===== config.mk =====
export PLATFORM = sky130hd
export DESIGN_NAME = ultrasonic_echo_ranger_unit
export DESIGN_NICKNAME = d
export VERILOG_FILES = /design/src/design/uer_pkg.sv /design/src/design/ultrasonic_echo_ranger_unit.sv
export SDC_FILE = /design/constraint.sdc
export NUM_CORES = 1
export LEC_CHECK = 0
export ABC_AREA = 1
export BUFFER_PORTS_ARGS = -buffer_cell sky130_fd_sc_hd__buf_4
export CORE_UTILIZATION = 65
export CTS_CLUSTER_SIZE = 12
export DETAILED_ROUTE_END_ITERATION = 16
export GPL_ROUTABILITY_DRIVEN = 0
export PLACE_DENSITY = 0.82
export SYNTH_ARGS = -nofsm -noshare
export SYNTH_HDL_FRONTEND = slang
export SYNTH_SLANG_ARGS = --single-unit

===== constraint.sdc =====
create_clock -name clk_i -period 7.2 [get_ports clk_i]
set_input_delay 0.36 -clock clk_i [delete_from_list [all_inputs] [get_ports clk_i]]
set_output_delay 0.36 -clock clk_i [all_outputs]
set_load 0.005 [all_outputs]

===== src/design/uer_pkg.sv =====
// ----------------------------------------------------------------------------
// uer_pkg
// Types and fixed constants of the ultrasonic echo ranger.
// ----------------------------------------------------------------------------
`timescale 1ns / 1ps
`default_nettype none

package uer_pkg;

  localparam int TRIG_W     = 10;
  localparam int GAP_W      = 20;
  localparam int DIST_W     = 19;
  localparam int CFG_DATA_W = 20;
  localparam int CFG_IDX_W  = 1;

  localparam logic [TRIG_W-1:0] TRIG_RESET = TRIG_W'(20);
  localparam logic [GAP_W-1:0]  GAP_RESET  = GAP_W'(100000);
  localparam logic [DIST_W-1:0] DIST_MAX   = {DIST_W{1'b1}};

  // Echo round trip time per centimetre, in microseconds.
  localparam int US_PER_CM = 58;
  // Four fractional bits in the distance result.
  localparam int FRAC_BITS = 4;

  typedef enum logic [CFG_IDX_W-1:0] {
    CFG_TRIGGER_US = 1'b0,
    CFG_GAP_US     = 1'b1
  } cfg_idx_e;

  // Per-tick output flags carried down the result pipeline.
  typedef struct packed {
    logic trig;
    logic busy;
    logic rvalid;
  } tick_flags_t;

endpackage

`default_nettype wire


===== src/design/ultrasonic_echo_ranger_unit.sv =====
// ----------------------------------------------------------------------------
// ultrasonic_echo_ranger_unit
// Pulse-echo range finder: fires trigger pulses, times the echo pulses,
// and reports the averaged distance in Q4 centimetres.
// ----------------------------------------------------------------------------
//  Channel  Direction  Handshake               Beat contents
//  in       sink       in_valid_i/in_stall_o   echo_level_i, start_req_i
//  out      source     out_valid_o/out_stall_i trigger_out_o, busy_res_o,
//                                              result_valid_o, distance_q4_o
//  cfg      sink       cfg_we_i                cfg_idx_i, cfg_data_i
//
//  One input beat is accepted per cycle while in_stall_o is low; each gives exactly one output beat.
//  The stages are the sequencer update, the reciprocal multiply, and the
//  remainder correction into the output register.
//  The three stages fill bubbles, so the input keeps flowing while a beat
//  waits on a stalled output until all three stages hold a beat.
//  Reset empties the pipeline, returns the sequencer to idle and loads the
//  register defaults; no clearing pass is needed.
// ----------------------------------------------------------------------------
`timescale 1ns / 1ps
`default_nettype none

module ultrasonic_echo_ranger_unit
  import uer_pkg::*;
#(
  parameter int SAMPLES    = 5,
  parameter int COUNT_BITS = 20
) (
  input  wire logic                  clk_i,
  input  wire logic                  rst_ni,
  input  wire logic                  cfg_we_i,
  input  wire logic [CFG_IDX_W-1:0]  cfg_idx_i,
  input  wire logic [CFG_DATA_W-1:0] cfg_data_i,
  input  wire logic                  in_valid_i,
  output logic                       in_stall_o,
  input  wire logic                  echo_level_i,
  input  wire logic                  start_req_i,
  output logic                       out_valid_o,
  input  wire logic                  out_stall_i,
  output logic                       trigger_out_o,
  output logic                       busy_res_o,
  output logic                       result_valid_o,
  output logic [DIST_W-1:0]          distance_q4_o
);

  localparam int TICK_W = (COUNT_BITS > GAP_W) ? COUNT_BITS : GAP_W;
  localparam int SUM_W  = COUNT_BITS + $clog2(SAMPLES);
  localparam int DIV    = US_PER_CM * SAMPLES;
  // Scaled numerator sum * 16 fits in K bits.
  localparam int K      = SUM_W + FRAC_BITS;
  localparam longint unsigned RECIP = (64'd1 << K) / DIV;
  localparam int M_W    = K - $clog2(DIV) + 1;
  localparam int Q_W    = M_W;
  localparam int P_W    = SUM_W + M_W;
  localparam int QX_W   = (Q_W + 1 > DIST_W) ? Q_W + 1 : DIST_W + 1;
  localparam int SHOT_W = 4;

  localparam logic [TICK_W-1:0] COUNT_MAX = TICK_W'({COUNT_BITS{1'b1}});
  localparam logic [M_W-1:0]    RECIP_M   = M_W'(RECIP);
  localparam logic [K-1:0]      DIV_K     = K'(DIV);

  typedef enum logic [2:0] {
    PH_IDLE,
    PH_TRIG,
    PH_WAIT,
    PH_MEAS,
    PH_GAP
  } phase_e;

  // Configuration registers.
  logic [TRIG_W-1:0] trigger_us_q;
  logic [GAP_W-1:0]  gap_us_q;

  always_ff @(posedge clk_i or negedge rst_ni) begin
    if (!rst_ni) begin
      trigger_us_q <= TRIG_RESET;
      gap_us_q     <= GAP_RESET;
    end else if (cfg_we_i) begin
      case (cfg_idx_e'(cfg_idx_i))
        CFG_TRIGGER_US: trigger_us_q <= cfg_data_i[TRIG_W-1:0];
        CFG_GAP_US:     gap_us_q     <= cfg_data_i[GAP_W-1:0];
        default: ;
      endcase
    end
  end

  // Pipeline stage occupancy and bubble-filling advance.
  logic s1_v_q, s2_v_q, s3_v_q;
  logic ld1, ld2, ld3, in_acc;

  assign ld3        = !s3_v_q || !out_stall_i;
  assign ld2        = !s2_v_q || ld3;
  assign ld1        = !s1_v_q || ld2;
  assign in_stall_o = !ld1;
  assign in_acc     = in_valid_i && ld1;

  // Sequencer, advanced once per accepted tick.
  phase_e            phase_q, phase_d;
  logic [TICK_W-1:0] tick_q, tick_d;
  logic [SUM_W-1:0]  sum_q, sum_d;
  logic [SHOT_W-1:0] shots_q, shots_d;
  tick_flags_t       flags_d;

  always_comb begin
    phase_d       = phase_q;
    tick_d        = tick_q;
    sum_d         = sum_q;
    shots_d       = shots_q;
    flags_d       = '0;
    case (phase_q)
      PH_IDLE: begin
        if (start_req_i) begin
          sum_d        = '0;
          shots_d      = '0;
          tick_d       = TICK_W'(1);
          phase_d      = PH_TRIG;
          flags_d.trig = 1'b1;
        end
      end
      PH_TRIG: begin
        if (tick_q >= TICK_W'(trigger_us_q)) begin
          tick_d  = '0;
          phase_d = PH_WAIT;
        end else begin
          tick_d       = tick_q + TICK_W'(1);
          flags_d.trig = 1'b1;
        end
      end
      PH_WAIT: begin
        if (echo_level_i) begin
          tick_d  = TICK_W'(1);
          phase_d = PH_MEAS;
        end
      end
      PH_MEAS: begin
        if (echo_level_i) begin
          if (tick_q < COUNT_MAX) begin
            tick_d = tick_q + TICK_W'(1);
          end
        end else begin
          sum_d   = sum_q + SUM_W'(tick_q[COUNT_BITS-1:0]);
          shots_d = shots_q + SHOT_W'(1);
          tick_d  = '0;
          phase_d = PH_GAP;
        end
      end
      PH_GAP: begin
        if (tick_q >= TICK_W'(gap_us_q)) begin
          if (shots_q >= SHOT_W'(SAMPLES)) begin
            flags_d.rvalid = 1'b1;
            tick_d         = '0;
            phase_d        = PH_IDLE;
          end else begin
            tick_d       = TICK_W'(1);
            phase_d      = PH_TRIG;
            flags_d.trig = 1'b1;
          end
        end else begin
          tick_d = tick_q + TICK_W'(1);
        end
      end
      default: begin
        phase_d = PH_IDLE;
        tick_d  = '0;
      end
    endcase
    flags_d.busy = (phase_d != PH_IDLE);
  end

  always_ff @(posedge clk_i or negedge rst_ni) begin
    if (!rst_ni) begin
      phase_q <= PH_IDLE;
      tick_q  <= '0;
      sum_q   <= '0;
      shots_q <= '0;
    end else if (in_acc) begin
      phase_q <= phase_d;
      tick_q  <= tick_d;
      sum_q   <= sum_d;
      shots_q <= shots_d;
    end
  end

  // Stage 1: flags and the sum as it stands after this tick.
  tick_flags_t      s1_flags_q;
  logic [SUM_W-1:0] s1_sum_q;

  // Stage 2: reciprocal product.
  tick_flags_t      s2_flags_q;
  logic [SUM_W-1:0] s2_sum_q;
  logic [P_W-1:0]   s2_prod_q;

  always_ff @(posedge clk_i or negedge rst_ni) begin
    if (!rst_ni) begin
      s1_v_q <= 1'b0;
      s2_v_q <= 1'b0;
      s3_v_q <= 1'b0;
    end else begin
      if (ld1) s1_v_q <= in_acc;
      if (ld2) s2_v_q <= s1_v_q;
      if (ld3) s3_v_q <= s2_v_q;
    end
  end

  always_ff @(posedge clk_i) begin
    if (in_acc) begin
      s1_flags_q <= flags_d;
      s1_sum_q   <= sum_d;
    end
    if (ld2) begin
      s2_flags_q <= s1_flags_q;
      s2_sum_q   <= s1_sum_q;
      s2_prod_q  <= P_W'(s1_sum_q) * P_W'(RECIP_M);
    end
  end

  // Stage 3: the reciprocal estimate may be one low; one compare fixes it.
  logic [Q_W-1:0]    q_est;
  logic [K-1:0]      numer;
  logic [K-1:0]      remain;
  logic [QX_W-1:0]   q_fix;
  logic [DIST_W-1:0] dist_new;

  always_comb begin
    q_est  = Q_W'(s2_prod_q >> (K - FRAC_BITS));
    numer  = {s2_sum_q, {FRAC_BITS{1'b0}}};
    remain = numer - K'(K'(q_est) * DIV_K);
    q_fix  = QX_W'(q_est) + QX_W'(remain >= DIV_K);
    if (q_fix > QX_W'(DIST_MAX)) begin
      dist_new = DIST_MAX;
    end else begin
      dist_new = q_fix[DIST_W-1:0];
    end
  end

  tick_flags_t       s3_flags_q;
  logic [DIST_W-1:0] last_dist_q;

  always_ff @(posedge clk_i) begin
    if (ld3) begin
      s3_flags_q <= s2_flags_q;
    end
  end

  // The held distance only changes when a result beat enters the output.
  always_ff @(posedge clk_i or negedge rst_ni) begin
    if (!rst_ni) begin
      last_dist_q <= '0;
    end else if (ld3 && s2_v_q && s2_flags_q.rvalid) begin
      last_dist_q <= dist_new;
    end
  end

  assign out_valid_o    = s3_v_q;
  assign trigger_out_o  = s3_flags_q.trig;
  assign busy_res_o     = s3_flags_q.busy;
  assign result_valid_o = s3_flags_q.rvalid;
  assign distance_q4_o  = last_dist_q;

endmodule

`default_nettype wire


# ---- Word level (Yosys, flattened, before mapping)
# Index checks and enable logic that the tools add are counted.
# Widths: inputs -> output; s select.
dict set report classes {
  addsub 5
  multipliers 2
  n_lt_le_gt_ge 6
  n_eq_ne 8
  muxes 28
  n_bitwise 1
  reduce_logical 19
}
# cell n
set op_table {}
lappend op_table {{$mux 20} 6}
lappend op_table {{$pmux 20 s5} 1}
lappend op_table {{$mux 23} 2}
lappend op_table {{$pmux 23 s2} 1}
lappend op_table {{$mul 23x19->42 const B} 1}
lappend op_table {{$ge 27x9->1 const B} 1}
lappend op_table {{$sub 27x27->27} 1}
lappend op_table {{$mul 19x8->26 const B} 1}
lappend op_table {{$add 23x20->23} 1}
lappend op_table {{$add 19x1->20} 1}
lappend op_table {{$add 20x1->20 const B} 1}
lappend op_table {{$ge 20x10->1} 1}
lappend op_table {{$ge 20x20->1} 1}
lappend op_table {{$gt 20x19->1 const B} 1}
lappend op_table {{$lt 20x20->1 const B} 1}
lappend op_table {{$mux 19} 1}
lappend op_table {{$mux 3} 5}
lappend op_table {{$pmux 3 s5} 1}
lappend op_table {{$mux 4} 2}
lappend op_table {{$pmux 4 s2} 1}
lappend op_table {{$reduce_and 4->1} 2}
lappend op_table {{$mux 1} 7}
lappend op_table {{$eq 3x2->1 const B} 2}
lappend op_table {{$ne 2x2->1 const B} 3}
lappend op_table {{14 further kinds} 24}
dict set report totals {
  register_bits 199
  out_inout_bits 24
  wordCells 91
}

# ---- Logic depth before layout (Yosys ltp)
dict set report logic_depth {
  ltp_word 6
  mapped_depth 38
  mapped_depth_nobuf 38
}

# ---- Least setup slack after synthesis
# No wires, ideal clock.
dict set report synth_timing {
  kind {register -> register}
  startpoint {register s2_prod_q[28]}
  endpoint {register last_dist_q[18], in the netlist distance_q4_o[18]}
  setup_time_ps 118
  arrival_ps 5581
  path_slack_ps 1501
  path_stages_with_launch 35
  path_buffers 0
  synth_period_minus_slack_ps 5699
  path_cell_list {edfxtp_1 ha_1 fa_1 ha_1 ha_1 inv_1 nor3_1 a21oi_1 o21ai_0 a21oi_1 o21ai_0 xnor2_1 ha_1 nand2_1 nor3_1 nand3_1 nand3_1 nand2_1 nand2_1 nor2_1 nand4_1 nor2_1 nand3_1 ha_1 ha_1 nand2_1 nor2_2 nand4_2 nor3_2 nand3_2 nor2_1 nand3_1 nand3b_1 nand3_1 nand2_1}
}
dict set report synth_between {
  elab_chain_cells 6
}
# item line_no
set synth_lines {}
lappend synth_lines {{start, declared} ultrasonic_echo_ranger_unit.sv:191} ;# logic [P_W-1:0] s2_prod_q;
lappend synth_lines {{start signal, assigned} ultrasonic_echo_ranger_unit.sv:213} ;# s2_prod_q <= P_W'(s1_sum_q) * P_W'(RECIP_M);
lappend synth_lines {{$mul 19x8->26} ultrasonic_echo_ranger_unit.sv:227} ;# remain = numer - K'(K'(q_est) * DIV_K);
lappend synth_lines {{$sub 27x27->27} ultrasonic_echo_ranger_unit.sv:227}
lappend synth_lines {{$ge 27x9->1} ultrasonic_echo_ranger_unit.sv:228} ;# q_fix = QX_W'(q_est) + QX_W'(remain >= DIV_K);
lappend synth_lines {{$add 19x1->20 (*)} ultrasonic_echo_ranger_unit.sv:228}
lappend synth_lines {{$gt 20x19->1} ultrasonic_echo_ranger_unit.sv:229} ;# if (q_fix > QX_W'(DIST_MAX)) begin
lappend synth_lines {{$mux 19 (*)} ultrasonic_echo_ranger_unit.sv:229}
lappend synth_lines {{end signal, assigned} ultrasonic_echo_ranger_unit.sv:250} ;# last_dist_q <= dist_new;
lappend synth_lines {{end, declared} ultrasonic_echo_ranger_unit.sv:237} ;# logic [DIST_W-1:0] last_dist_q;
# Every way passes the cells marked *; elsewhere a longest branch is shown, timed or not.
# A chain may end at the register's enable or synchronous reset.

# ---- Final worst setup path
dict set report layout_timing {
  startpoint {register s2_prod_q[24]}
  endpoint {register last_dist_q[18], in the netlist distance_q4_o[18]}
}
# Same word-level chain as after synthesis.

==> reports/qor.txt <==
max-slew violations: 0
Met2 Wirelength: 26.9 mm
Ports: 52
share of the yosys chip area belonging to registers: 22.7%
CTS H-tree lvls: 4
Setup Skew: 13.0 ps
most used cell, CP: ha_1
Least-Margin Pin Slew: 1200 ps
yosys warns: 0
ys flop type: dfrtp_1
CTS root buf: clkbuf_16
RR Endpoint: distance_q4_o[18]
most frequent cell after synthesis: inv_1
Mapped Nets: 3072
hold wc startpoint: cfg_data_i[15]
Final HPWL DP: 43.4 mm
first-pass GRT wire length: 88.5 mm
relative slew slack: 19.6%
DR DRC count: 0
M1 wire length: 21.0 mm
Total GRT Usage: 34.2%
vias in the first global route: 18.2k
CTS tree: done
Worst setup SP type: register
fin crit period: 6720 ps
critical path capture point type: register
cts bufs inserted: 17
drt pass-1 iters: 6
library cells used by synthesis: 53
top-area cell type share of the netlist area: 19.3%
initial antenna violation count: 0
Fmax achieved: 149 MHz
R2R Setup Slk: 480 ps
Mean Syn Cell Area: 8.33 µm²
die area: 33200 µm²
total wire length: 53.5 mm
RSZ-0062 raised after global routing: false
Data arrival, critical path: 7120 ps
clock sinks: 176
Core ar.: 31700 µm²
Hold WC Path Type: in2reg
Antenna Nets Post-Route: 0
WS Path Type: reg2reg
EDFF count, synth: 74
first-iteration detailed-routing DRC count: 1297
Clk Latency, worst-skew pair: 470 ps
gr ovfl total: 0
CTS clk-pin slew, worst paths: 70 ps
maxcap violations: 0
mux cell area share after synthesis: 0%
Port Buffers: 51
simple-gate share of the synthesized area: 16.9%
die height: 182 µm
Final Hold Vio Count: 0
synthesized area: 21100 µm²
post-DR wirelength/cell: 17.8 µm
largest family of logic cells by synthesized area: adder cells
Synth Area in XOR/XNOR: 2.91%
#FFs+latches synth: 176
status: finished clean
max incr delay on CP: 520 ps
TNS Setup: 0 ps
final period utilization: 93.3%
initial core utilization: 66.5%
largest cells by area after synthesis: ha_1 (19%), fa_1 (18%), dfrtp_1 (11%)
Vias: 17.4k
Hold Crit Endpoint: gap_us_q[15]
worst-path maximum fanout: 9
routed vias/inst: 5.78
cell taking the most area after synthesis: ha_1
adder-cell share of the synthesized area: 37.0%
r2r worst-path depth: 35
highest routed layer: met4
Final #Nets: 3130
diode count: 0
Longest Clk Path Bufs: 2
largest net degree at the start of global routing: 76
cts repair resizes: 0
RR Startpoint: s2_prod_q[24]
Syn Inst Count: 2532
routed wl met3: 2.58 mm
Syn-to-layout area delta: 6.95%
Post-synth top cells: inv_1 (533), nand2_1 (452), ha_1 (326)
asr flop ratio synth: 58.0%
share of layout cells above drive strength 1: 6.57%
WP data required: 7600 ps
post-synthesis compound-gate area fraction: 10.3%
setup violators final: 0
Worst path slowest cell: edfxtp_1
Die W: 182 µm
FP Rows: 65
hold depth: 3
placed cells by master, fill, tap and decap left out, drive strengths merged, types with 60 or more instances in the layout:
master,count
nor2,182
nand3,93
edfxtp,74
o21ai,169
inv,548
dfrtp,94
fa,186
a21oi,167
ha,326
nand2,455
buf,60
layout make-up:
| cell class | count | area, µm² |
|---|---|---|
| Inverter | 539 | 2030 |
| Multi-Input combinational cell | 1795 | 14200 |
| Clock inverter | 15 | 188 |
| Tap cell | 402 | 503 |
| Clock buffer | 17 | 425 |
| Timing Repair Buffer | 61 | 460 |
| Fill cell | 2348 | 9170 |
| Sequential cell | 176 | 4780 |
through the flow:
stage | util [%] | cells | hold slack (ps) | area [µm²] | setup slack [ps]
6_report | 71.1 | 3005 | 132 | 22600 | 483
5_1_grt | 71.1 | 3005 | 135 | 22600 | 17.4
4_1_cts | 71.0 | 3001 | 121 | 22500 | 570
3_5_place_dp | 69.0 | 2968 | 323 | 21900 | 642
3_3_place_gp | 69.0 | 2968 | 312 | 21900 | 891
2_1_floorplan | - | 2532 | 64.4 | 21100 | 1500
critical path: cells and delay by family (launching register included):
family,cells,cell delay [ps]
xor gates and xnor gates,1,200
and+or+nand+nor,16,1870
adders and majority gates,7,2180
DFF,1,520
buffers and inverters,1,110
AOI/OAI and AO/OA,10,1760
what timing repair did:
item / 4_1_cts / 5_1_grt
endpoints found under the hold margin: 27 / 0
setup endpoints to repair: 0 / 2
setup buffers: 0 / 4
hold buffers: 1 / 0
routing by layer:
metal  vias up  track usage (%)
met3       169             4.25
met2       598             61.3
met4         0             19.8
met1      8344             39.4
met5         -                0
li1       8264                -
worst max-delay path by stage:
stage             startpoint           endpoint
5_1_grt        s2_prod_q[24]  distance_q4_o[18]
3_3_place_gp   s2_prod_q[29]  distance_q4_o[18]
6_report       s2_prod_q[24]  distance_q4_o[18]
2_1_floorplan  s2_prod_q[28]  distance_q4_o[18]
3_5_place_dp   s2_prod_q[27]  distance_q4_o[18]
4_1_cts        s2_prod_q[27]  distance_q4_o[18]
flip-flops by register name (all words and copies together), names as in the netlist, 4 cells and up:
name and flops:
s1_sum_q 23, s2_sum_q 23, sum_q 23, gap_us_q 20
tick_q 20, distance_q4_o 19, s2_prod_q 19, trigger_us_q 10
shots_q 4
kinds of logic after synthesis:
group | count (synthesis)
compound gates | 388
fa+ha+maj | 512
xor+xnor | 70
flops | 176
simple gates | 825
buf+inv | 561
Power is not shown: default switching activity piles up to over one toggle a cycle in this logic, so the estimate is an artifact.
